`config.mk`:
```
export PLATFORM = sky130hd
export DESIGN_NAME = key_event_ring_queue_unit
export DESIGN_NICKNAME = d
export VERILOG_FILES = /design/src/design/kerq_pkg.sv /design/src/design/kerq_ctrl.sv /design/src/design/kerq_dp.sv /design/src/design/key_event_ring_queue_unit.sv
export SDC_FILE = /design/constraint.sdc
export NUM_CORES = 2
export LEC_CHECK = 0
export BUFFER_PORTS_ARGS = -buffer_cell sky130_fd_sc_hd__buf_2
export CELL_PAD_IN_SITES_DETAIL_PLACEMENT = 1
export CELL_PAD_IN_SITES_GLOBAL_PLACEMENT = 2
export CORE_MARGIN = 3
export CORE_UTILIZATION = 51
export CTS_CLUSTER_SIZE = 30
export DETAILED_ROUTE_END_ITERATION = 7
export PLACE_DENSITY = 0.78
export SLEW_MARGIN = 40
export SYNTH_ARGS = -nofsm -noshare
export SYNTH_HDL_FRONTEND = slang
export SYNTH_SLANG_ARGS = --single-unit
```
`constraint.sdc`:
```
create_clock -name clk -period 7.2 [get_ports clk]
set_input_delay 0.36 -clock clk [delete_from_list [all_inputs] [get_ports clk]]
set_output_delay 0.36 -clock clk [all_outputs]
set_load 0.1 [all_outputs]
```
`src/design/kerq_pkg.sv`:
```
// Package for the key event ring queue: sizes, codes, item structs and
// controller/datapath interface structs. No dependencies.
package kerq_pkg;

  localparam int BUFFER_DEPTH = 32;
  localparam int PTR_W        = (BUFFER_DEPTH > 2) ? $clog2(BUFFER_DEPTH) : 1;

  localparam logic [15:0] SCAN_DEL     = 16'h0008;
  localparam logic [31:0] CTRL_BITS    = 32'h0000_000C;
  localparam logic [31:0] ALT_BITS     = 32'h0000_0030;
  localparam logic [7:0]  TOGGLE_VALID = 8'h80;

  // operation codes
  localparam logic [2:0] OP_PUSH      = 3'd0;
  localparam logic [2:0] OP_READ      = 3'd1;
  localparam logic [2:0] OP_READ_EXT  = 3'd2;
  localparam logic [2:0] OP_WAIT_POLL = 3'd3;
  localparam logic [2:0] OP_SET_TOG   = 3'd4;
  localparam logic [2:0] OP_CLEAR     = 3'd5;

  // status codes
  localparam logic [1:0] ST_OK        = 2'd0;
  localparam logic [1:0] ST_NOT_READY = 2'd1;
  localparam logic [1:0] ST_DEV_ERR   = 2'd2;
  localparam logic [1:0] ST_UNSUP     = 2'd3;

  // result selection
  localparam logic [2:0] RES_OK        = 3'd0;
  localparam logic [2:0] RES_NOT_READY = 3'd1;
  localparam logic [2:0] RES_DEV_ERR   = 3'd2;
  localparam logic [2:0] RES_UNSUP     = 3'd3;
  localparam logic [2:0] RES_PUSH      = 3'd4;
  localparam logic [2:0] RES_KEY       = 3'd5;
  localparam logic [2:0] RES_AVAIL     = 3'd6;
  localparam logic [2:0] RES_SET       = 3'd7;

  typedef struct packed {
    logic [2:0]  op;
    logic [15:0] scan_code;
    logic [15:0] unicode_char;
    logic [31:0] shift_state;
    logic [7:0]  toggle_state;
    logic [31:0] modifier_shift;
  } in_item_t;

  typedef struct packed {
    logic [1:0]  status;
    logic [15:0] out_scan;
    logic [15:0] out_unicode;
    logic [31:0] out_shift;
    logic [7:0]  out_toggle;
    logic        key_available;
    logic        reset_request;
    logic        indicator_write;
    logic [7:0]  indicator_toggle;
  } out_item_t;

  typedef struct packed {
    logic       latch;
    logic       push;
    logic       clear;
    logic       set_tog;
    logic       adv_head;
    logic       load;
    logic [2:0] res_sel;
  } kerq_cmd_t;

  typedef struct packed {
    logic [2:0] op;
    logic       link_up;
    logic       tog_valid;
    logic       empty;
    logic       empty_next;
    logic       partial;
  } kerq_stat_t;

endpackage

```
`src/design/kerq_ctrl.sv`:
```
// Controller FSM for the key event ring queue.
// Depends on kerq_pkg (codes and command/status structs).
module kerq_ctrl (
  input  logic                clk,
  input  logic                rst_n,
  input  logic                start,
  output logic                busy,
  output logic                out_strobe,
  input  kerq_pkg::kerq_stat_t stat,
  output kerq_pkg::kerq_cmd_t  cmd
);

  localparam logic [1:0] S_IDLE  = 2'd0;
  localparam logic [1:0] S_EXEC  = 2'd1;
  localparam logic [1:0] S_FETCH = 2'd2;
  localparam logic [1:0] S_EVAL  = 2'd3;

  logic [1:0] state_r, state_nxt;
  logic       done_r, done_nxt;
  logic       accept;

  assign busy       = (state_r != S_IDLE);
  assign out_strobe = done_r;
  assign accept     = start && !busy;

  always_comb begin
    state_nxt   = state_r;
    done_nxt    = 1'b0;
    cmd         = '0;
    cmd.res_sel = kerq_pkg::RES_OK;
    case (state_r)
      S_IDLE: begin
        if (accept) begin
          cmd.latch = 1'b1;
          state_nxt = S_EXEC;
        end
      end
      S_EXEC: begin
        state_nxt = S_IDLE;
        cmd.load  = 1'b1;
        done_nxt  = 1'b1;
        case (stat.op)
          kerq_pkg::OP_PUSH: begin
            cmd.push    = 1'b1;
            cmd.res_sel = kerq_pkg::RES_PUSH;
          end
          kerq_pkg::OP_READ, kerq_pkg::OP_READ_EXT, kerq_pkg::OP_WAIT_POLL: begin
            if (!stat.link_up) begin
              cmd.res_sel = kerq_pkg::RES_DEV_ERR;
            end else if (stat.empty) begin
              cmd.res_sel = (stat.op == kerq_pkg::OP_WAIT_POLL) ?
                            kerq_pkg::RES_OK : kerq_pkg::RES_NOT_READY;
            end else begin
              // head data is already registered; go examine it
              cmd.load  = 1'b0;
              done_nxt  = 1'b0;
              state_nxt = S_EVAL;
            end
          end
          kerq_pkg::OP_SET_TOG: begin
            if (!stat.tog_valid) begin
              cmd.res_sel = kerq_pkg::RES_UNSUP;
            end else if (!stat.link_up) begin
              cmd.res_sel = kerq_pkg::RES_DEV_ERR;
            end else begin
              cmd.set_tog = 1'b1;
              cmd.res_sel = kerq_pkg::RES_SET;
            end
          end
          kerq_pkg::OP_CLEAR: begin
            cmd.clear   = 1'b1;
            cmd.res_sel = stat.link_up ? kerq_pkg::RES_OK : kerq_pkg::RES_DEV_ERR;
          end
          default: begin
            cmd.res_sel = kerq_pkg::RES_UNSUP;
          end
        endcase
      end
      S_FETCH: begin
        state_nxt = S_EVAL;
      end
      S_EVAL: begin
        state_nxt = S_IDLE;
        cmd.load  = 1'b1;
        done_nxt  = 1'b1;
        if (stat.op == kerq_pkg::OP_WAIT_POLL) begin
          if (!stat.partial) begin
            cmd.res_sel = kerq_pkg::RES_AVAIL;
          end else begin
            cmd.adv_head = 1'b1;
            cmd.res_sel  = kerq_pkg::RES_OK;
            if (!stat.empty_next) begin
              cmd.load  = 1'b0;
              done_nxt  = 1'b0;
              state_nxt = S_FETCH;
            end
          end
        end else begin
          cmd.adv_head = 1'b1;
          if (stat.op == kerq_pkg::OP_READ && stat.partial) begin
            cmd.res_sel = kerq_pkg::RES_NOT_READY;
            if (!stat.empty_next) begin
              cmd.load  = 1'b0;
              done_nxt  = 1'b0;
              state_nxt = S_FETCH;
            end
          end else begin
            cmd.res_sel = kerq_pkg::RES_KEY;
          end
        end
      end
      default: begin
        state_nxt = S_IDLE;
      end
    endcase
  end

  always_ff @(posedge clk) begin
    if (!rst_n) begin
      state_r <= S_IDLE;
      done_r  <= 1'b0;
    end else begin
      state_r <= state_nxt;
      done_r  <= done_nxt;
    end
  end

endmodule

```
`src/design/kerq_dp.sv`:
```
// Datapath for the key event ring queue: key memories, ring pointers,
// toggle and link registers, result register. Depends on kerq_pkg.
module kerq_dp (
  input  logic                 clk,
  input  logic                 rst_n,
  input  kerq_pkg::in_item_t   in_item,
  input  logic                 cfg_we,
  input  logic                 cfg_wdata,
  input  kerq_pkg::kerq_cmd_t  cmd,
  output kerq_pkg::kerq_stat_t stat,
  output kerq_pkg::out_item_t  out_item
);

  localparam int PW = kerq_pkg::PTR_W;

  // entries: scan<<16 | char, and shift<<8 | toggle
  logic [31:0] code_mem [kerq_pkg::BUFFER_DEPTH];
  logic [39:0] mod_mem  [kerq_pkg::BUFFER_DEPTH];

  kerq_pkg::in_item_t item_r;
  logic [PW-1:0] head_r, head_nxt, tail_r, tail_nxt;
  logic [PW-1:0] head_inc, tail_inc;
  logic [7:0]    toggle_reg_r, toggle_reg_nxt;
  logic          link_up_r;
  logic [31:0]   rd_code_r;
  logic [39:0]   rd_mod_r;
  kerq_pkg::out_item_t res_r, res_nxt;
  logic          del_combo;

  function automatic logic [PW-1:0] next_slot(input logic [PW-1:0] p);
    if (p == PW'(kerq_pkg::BUFFER_DEPTH - 1)) begin
      return '0;
    end
    return p + PW'(1);
  endfunction

  assign head_inc = next_slot(head_r);
  assign tail_inc = next_slot(tail_r);

  assign del_combo = ((item_r.modifier_shift & kerq_pkg::CTRL_BITS) != '0) &&
                     ((item_r.modifier_shift & kerq_pkg::ALT_BITS) != '0) &&
                     (item_r.scan_code == kerq_pkg::SCAN_DEL);

  assign stat.op         = item_r.op;
  assign stat.link_up    = link_up_r;
  assign stat.tog_valid  = item_r.toggle_state[7];
  assign stat.empty      = (head_r == tail_r);
  assign stat.empty_next = (head_inc == tail_r);
  assign stat.partial    = (rd_code_r == '0);

  always_comb begin
    head_nxt       = head_r;
    tail_nxt       = tail_r;
    toggle_reg_nxt = toggle_reg_r;
    if (cmd.push) begin
      // full ring: drop the oldest key
      if (tail_inc == head_r) begin
        head_nxt = head_inc;
      end
      tail_nxt = tail_inc;
    end else if (cmd.clear) begin
      head_nxt       = '0;
      tail_nxt       = '0;
      toggle_reg_nxt = kerq_pkg::TOGGLE_VALID;
    end else if (cmd.adv_head) begin
      head_nxt = head_inc;
    end
    if (cmd.set_tog) begin
      toggle_reg_nxt = item_r.toggle_state;
    end
  end

  always_comb begin
    res_nxt = '0;
    case (cmd.res_sel)
      kerq_pkg::RES_OK:        res_nxt.status = kerq_pkg::ST_OK;
      kerq_pkg::RES_NOT_READY: res_nxt.status = kerq_pkg::ST_NOT_READY;
      kerq_pkg::RES_DEV_ERR:   res_nxt.status = kerq_pkg::ST_DEV_ERR;
      kerq_pkg::RES_UNSUP:     res_nxt.status = kerq_pkg::ST_UNSUP;
      kerq_pkg::RES_PUSH:      res_nxt.reset_request = del_combo;
      kerq_pkg::RES_KEY: begin
        res_nxt.out_scan    = rd_code_r[31:16];
        res_nxt.out_unicode = rd_code_r[15:0];
        if (item_r.op == kerq_pkg::OP_READ_EXT) begin
          res_nxt.out_shift  = rd_mod_r[39:8];
          res_nxt.out_toggle = rd_mod_r[7:0];
        end
      end
      kerq_pkg::RES_AVAIL:     res_nxt.key_available = 1'b1;
      kerq_pkg::RES_SET:       res_nxt.indicator_write = 1'b1;
      default:                 res_nxt.status = kerq_pkg::ST_UNSUP;
    endcase
  end

  // indicator value comes from the toggle register written with the result
  always_comb begin
    out_item                  = res_r;
    out_item.indicator_toggle = res_r.indicator_write ? toggle_reg_r : 8'h00;
  end

  always_ff @(posedge clk) begin
    if (cmd.push) begin
      code_mem[tail_r] <= {item_r.scan_code, item_r.unicode_char};
      mod_mem[tail_r]  <= {item_r.shift_state, item_r.toggle_state};
    end
    rd_code_r <= code_mem[head_r];
    rd_mod_r  <= mod_mem[head_r];
  end

  always_ff @(posedge clk) begin
    if (cmd.latch) begin
      item_r <= in_item;
    end
    if (cmd.load) begin
      res_r <= res_nxt;
    end
  end

  always_ff @(posedge clk) begin
    if (!rst_n) begin
      head_r       <= '0;
      tail_r       <= '0;
      toggle_reg_r <= kerq_pkg::TOGGLE_VALID;
      link_up_r    <= 1'b0;
    end else begin
      head_r       <= head_nxt;
      tail_r       <= tail_nxt;
      toggle_reg_r <= toggle_reg_nxt;
      if (cfg_we) begin
        link_up_r <= cfg_wdata;
      end
    end
  end

endmodule

```
`src/design/key_event_ring_queue_unit.sv`:
```
// Push, set, clear, unused ops, link-down errors and reads or polls of an empty ring go
// from accept through the execute state to the result; reads and polls of a non-empty ring
// add the evaluate state, and each partial key dropped with keys behind it adds fetch and evaluate.
// The next item is taken at the edge ending the result strobe, so no new item is taken before
// the last one is through; the head read/examine loop sets the pace.
// Reset (rst_n low, synchronous): ring empty, toggle 0x80, link down. No result stall.
module key_event_ring_queue_unit (
  input  logic                clk,
  input  logic                rst_n,
  input  logic                start,
  output logic                busy,
  input  kerq_pkg::in_item_t  in_item,
  output logic                out_strobe,
  output kerq_pkg::out_item_t out_item,
  input  logic                cfg_we,
  input  logic                cfg_wdata
);

  kerq_pkg::kerq_cmd_t  cmd;
  kerq_pkg::kerq_stat_t stat;

  kerq_ctrl u_ctrl (
    .clk        (clk),
    .rst_n      (rst_n),
    .start      (start),
    .busy       (busy),
    .out_strobe (out_strobe),
    .stat       (stat),
    .cmd        (cmd)
  );

  kerq_dp u_dp (
    .clk       (clk),
    .rst_n     (rst_n),
    .in_item   (in_item),
    .cfg_we    (cfg_we),
    .cfg_wdata (cfg_wdata),
    .cmd       (cmd),
    .stat      (stat),
    .out_item  (out_item)
  );

endmodule

```
# Word level (Yosys, flattened, before mapping)
# Memory sizes are Yosys's and may differ from the RTL's. A register that Yosys moved wholly into a read port is not among the register bits.
# Index checks and enable logic that the tools add are counted.
# W data, S select, Z words.
# word_totals
register_bits	180
latch_bits	0
elab_cells	125
output_inout_bits	87
ram_bits	2304
inputBits	112
n_memories	2
rom_bits	0
# mem_list
name	words	width	read_ports	rd_clocked_by_memory_dff	wr	line_no	rtl
u_dp.mod_mem	32	40	1	1	1	kerq_dp.sv:18	logic [39:0] mod_mem [kerq_pkg::BUFFER_DEPTH];
u_dp.code_mem	32	32	1	1	1	kerq_dp.sv:17	logic [31:0] code_mem [kerq_pkg::BUFFER_DEPTH];
# classes
bitwise_logic	0
order_cmp	0
n_eq_ne	24
reduce_logical	18
n_mux	59
n_addsub	2
n_mul	0
div	0
shifts	0
# op_table
operator	count
$reduce_bool A32 Y1	2
$mux W5	11
$logic_not A32 Y1	1
$mux W8	4
$mux W1	22
$mux W3	7
$mux W2	10
$eq A3 B3 Y1 const B	6
$eq A16 B4 Y1 const B	1
$eq A5 B5 Y1	3
$eq A3 B2 Y1 const B	4
$pmux W3 S4	1
$add A5 B1 Y5 const B	2
$eq A5 B5 Y1 const B	2
$pmux W2 S4	1
$pmux W4 S2	1
$eq A3 B1 Y1 const B	2
$pmux W2 S3	1
$reduce_and A2 Y1	3
$reduce_bool A2 Y1	3
$eq A2 B2 Y1 const B	2
$logic_and A1 B1 Y1	4
$ne A2 B1 Y1 const B	2
$logic_not A3 Y1	1
other kinds (7)	7

# Depth between registers and ports, before layout
# depth
ltp_word	11
mapped_depth	11
mapped_depth_nobuf	9

# Cells and area by module
# From an unflattened synthesis, not the netlist that was laid out.
# hier_totals
cells_unflattened	3964
area_unflattened_um2	95850.7
# modules_own_cells
mod	cells_each	area_each_um2	seq_area_each_um2	n_inst
kerq_dp	3913	95509.1	75692.6	1
kerq_ctrl	51	341.6	60.1	1

# Worst setup path before layout
# Ideal clock, no wire load.
# synth_timing
path_kind	register to register
from	register u_dp.head_r[2]
to	register u_dp.res_r (netlist bit u_dp.out_item[10]) (enable)
arrival_time_ns	4.557
n_path_buf	1
stages_incl_launch_ff	5
period_less_slack_ns	5.086
setup_ns	0.529
path_slack_ns	2.114
required_ns	6.671
path_cell_list	dfxtp_1 clkbuf_1 xor2_1 o31a_1 o21bai_1
# synth_lines
element	line_no	rtl
start, declared	kerq_dp.sv:21	logic [PW-1:0] head_r, head_nxt, tail_r, tail_nxt;
start signal, assigned	kerq_dp.sv:126	head_r <= head_nxt;
end signal, assigned	kerq_dp.sv:115	res_r <= res_nxt;
end, declared	kerq_dp.sv:27	kerq_pkg::out_item_t res_r, res_nxt;

==> flow_summary.yaml <==
pwr:
  ir_drop_mv: 0.2775
  p_sw_mw: 5.960
  seqPwrFrac_pct: 55.0
  sw_frac_of_total_pct: 19.92
  p_leak_nw: 33.84
  share_comb_of_total_power_pct: 2.6
  p_int_mw: 23.96
  cellPowerDensity_nw_per_um2: 272.0
  pwr-share-clk_pct: 42.4
worst_setup_path:
  worst_r2r_path_depth: 7
  crit_end: "u_dp.rd_mod_r[31]"
  regToRegSetupSlack_ns: 3.07
  endpoint_kind: "register"
  slowest_delay_ns: 0.76
  crit_cells: 7
  regToRegStartpoint: "u_dp.head_r[0]"
  cp_slowest_cell: "dfxtp_4"
  setup.worst_path.class: "register to register"
  startpoint: "u_dp.head_r[0]"
  path_buf_inv: 4
  cp.required_ns: 7.92
  worstPathMaxFanout: 62
  worst_ep_arrival_time_ns: 4.85
  startpoint_type: "register"
  rr_endpoint: "u_dp.rd_mod_r[31]"
  crit_family: "buffers and inverters"
  crit_path_cell_trace: "buf_12 -> buf_16 -> buf_12 -> buf_16 -> mux4_2 -> mux4_2 -> mux2_2"
placement:
  portBuffers: 170
  dp_hpwl_um: 118100
  placed_cells: 6418
  placed_area_sq_um: 100500
  place_congestion: 0.7093
yosys:
  synth-adder-area-share_pct: 0.09176
  synth_xor_area_share_pct: 0.1652
  netlist_area_sq_um: 95440
  synth_ff_type: "edfxtp_1"
  synth.avg_cell_area_sq_um: 24.87
  synth_most_common_cell: "edfxtp_1"
  synth_top_area_cell: "edfxtp_1"
  synth_top_cell_area_share_pct: 77.40
  synth_cells: 3837
  synth_simple_gate_area_share_pct: 1.308
  synthTopCellsByCount: "edfxtp_1, mux4_2, clkbuf_1"
  yosysSeqAreaShare_pct: 79.37
  synth-compound-area-share_pct: 0.2609
  synth.area.top_cells: "edfxtp_1, mux4_2, dfxtp_1"
  synth_mux_area_share_pct: 17.89
  postSynth.asyncResetShare_pct: 0
  syn_nets: 3956
  synth-seq-cells: 2554
  ys_types: 50
  ys_warn_count: 0
  synth_top_family_by_area: "multiplexers"
  synth_edf_count: 2460
layout:
  area_growth_pct: 15.26
  nets: 4439
  final_area_sq_um: 110000
  fillCellCount: 14940
  final_cells: 7018
  drive_above_1_share_pct: 33.93
  register_area_sq_um: 75770
  multi_input_area_sq_um: 19090
timing:
  max_slew_margin_pct: 43.00
  fmax_mhz: 242.1
  setup_viol_count_final: 0
  hold_viol: 0
  clock_skew_ns: 0.03646
  rsz0062_at_grt: "false"
  setup-tns-final_ns: 0
  hold_ws_ns: 0.2031
  worst_slew_pin_slew_ns: 0.8472
  maxSlewViolCount: 0
  finalCritPeriodShare_pct: 57.36
  period_needed_ns: 4.130
clock_tree:
  post_cts_buffers: 0
  clockBufferDepth: 3
  ctsHoldBuffers: 85
  worstSkewPairLatency_ns: 0.88
  tritoncts: "yes"
  htreeDepth: 4
  clock_sink_count: 2554
  cts_resized: 0
  cts-root-buf: "clkbuf_16"
  path_clk_slew_ns: 0.06
  cts_made_buffers: 240
global_routing:
  track_usage_pct: 25.33
  grt_pass1_wl_um: 343800
  grt_max_degree: 120
  grt_pass1_vias: 46460
  antenna_found_initial: 4
  grt_overflow: 0
routing:
  antenna_left: 0
  viasPerCell: 6.257
  drt_wl_total_um: 240200
  wl_per_cell_um: 34.23
  drt-initial-drc-count: 5654
  drc: 0
  routed-via-count: 43910
  dr.pass1.iters: 5
die:
  start_util_pct: 51.42
  die_y_um: 438.6
  fp.dieW_um: 438.6
  ios: 199
  core_area_sq_um: 185600
  dieArea_sq_um: 192400
  fp-row-count: 158
run:
  drv_cap: 0
outcome:
  outcome: "completed"
hold_path:
  min_path_type: "input pin to register"
## power by group through the flow
stage               combinational (mW)  sequential, mW  clock (mW)
floorplan                        0.322            16.9           0
global placement                 0.567            16.9           0
detailed placement               0.620            16.9           0
CTS                              0.661            16.6        12.9
global route                     0.829            16.5        13.5
finish                           0.773            16.5        12.7
## placed cells by master (no fill, tap or decap), types with 11 or more instances in the layout
cell	Yosys	layout
nor2_4	0	33
nor2_1	54	21
buf_12	0	24
clkbuf_16	0	246
clkinv_2	0	41
clkbuf_1	102	57
buf_8	0	16
xor2_1	11	11
clkbuf_8	0	22
edfxtp_1	2460	2460
and2_1	43	43
buf_2	56	170
buf_6	1	83
and3_1	42	42
nor4_1	13	13
mux2_2	72	72
nand3_1	11	11
nor2b_1	15	15
bufinv_16	0	23
clkinv_1	0	52
dfxtp_1	94	89
buf_16	0	13
dlygate4sd3_1	0	85
mux4_2	720	720
buf_4	10	44
## worst register-to-register path, cell delays in order, from the launching register on
cell and delay, ns:
dfxtp_4 0.76, buf_12 0.44, buf_16 0.41, buf_12 0.40, buf_16 0.42, mux4_2 0.67
mux4_2 0.53, mux2_2 0.35
## logic make-up after synthesis
logic type               after synthesis
buffers and inverters                201
adder cells (fa/ha/maj)                7
AO/OA/AOI/OAI                         36
XOR/XNOR                              18
flip-flops                          2554
multiplexers                         797
AND/OR/NAND/NOR                      224
## routing by layer
metal | wire length, um | GRT usage [%]
met5 | 19 | 0
met1 | 91860 | 34.59
met2 | 121000 | 41.41
met4 | 8348 | 8.883
met3 | 19030 | 4.808
## layout make-up
class | count | share of cell area, %
timing repair buffer | 435 | 3.677
tap | 2480 | 2.821
sequential | 2554 | 68.88
inverter | 7 | 0.02388
antenna | 2 | 0.004549
multi-input combinational | 1082 | 17.36
clock inverter | 133 | 1.174
clock buffer | 325 | 6.066
## metrics by stage
step | util (%) | total power [mW] | setup WS (ns)
global placement | 53.74 | 17.44 | 2.924
CTS | 58.90 | 30.11 | 2.949
finish | 59.26 | 29.92 | 3.070
detailed placement | 54.15 | 17.49 | 2.985
global route | 59.26 | 30.81 | 2.772
floorplan | - | 17.23 | 2.114
## sequential cells by signal (all words and copies together), names as in the netlist, 2 cells and up
name and flops:
u_dp.stat 4, u_dp.head_r 5, u_dp.out_item 77, u_dp.item_r 75, u_dp.rd_mod_r 40, u_dp.code_mem 1024, u_ctrl.state_r 2, u_dp.rd_code_r 32
u_dp.tail_r 5, u_dp.mod_mem 1280, u_dp.toggle_reg_r 8
## worst min-delay path by stage
stage / endpoint / start / depth (start not counted) / slack (ns)
floorplan: u_dp.toggle_reg_r[7] / u_dp.toggle_reg_r[7] / 1 / 0.41
global placement: u_dp.toggle_reg_r[7] / u_dp.toggle_reg_r[7] / 1 / 0.42
global route: u_dp.stat[6] / in_item[105] / 2 / 0.16
finish: u_dp.item_r[83] / in_item[83] / 2 / 0.20
detailed placement: u_dp.toggle_reg_r[7] / u_dp.toggle_reg_r[7] / 1 / 0.43
CTS: u_dp.item_r[84] / in_item[84] / 2 / 0.12
No activity file was read; power rests on OpenSTA's default activity.
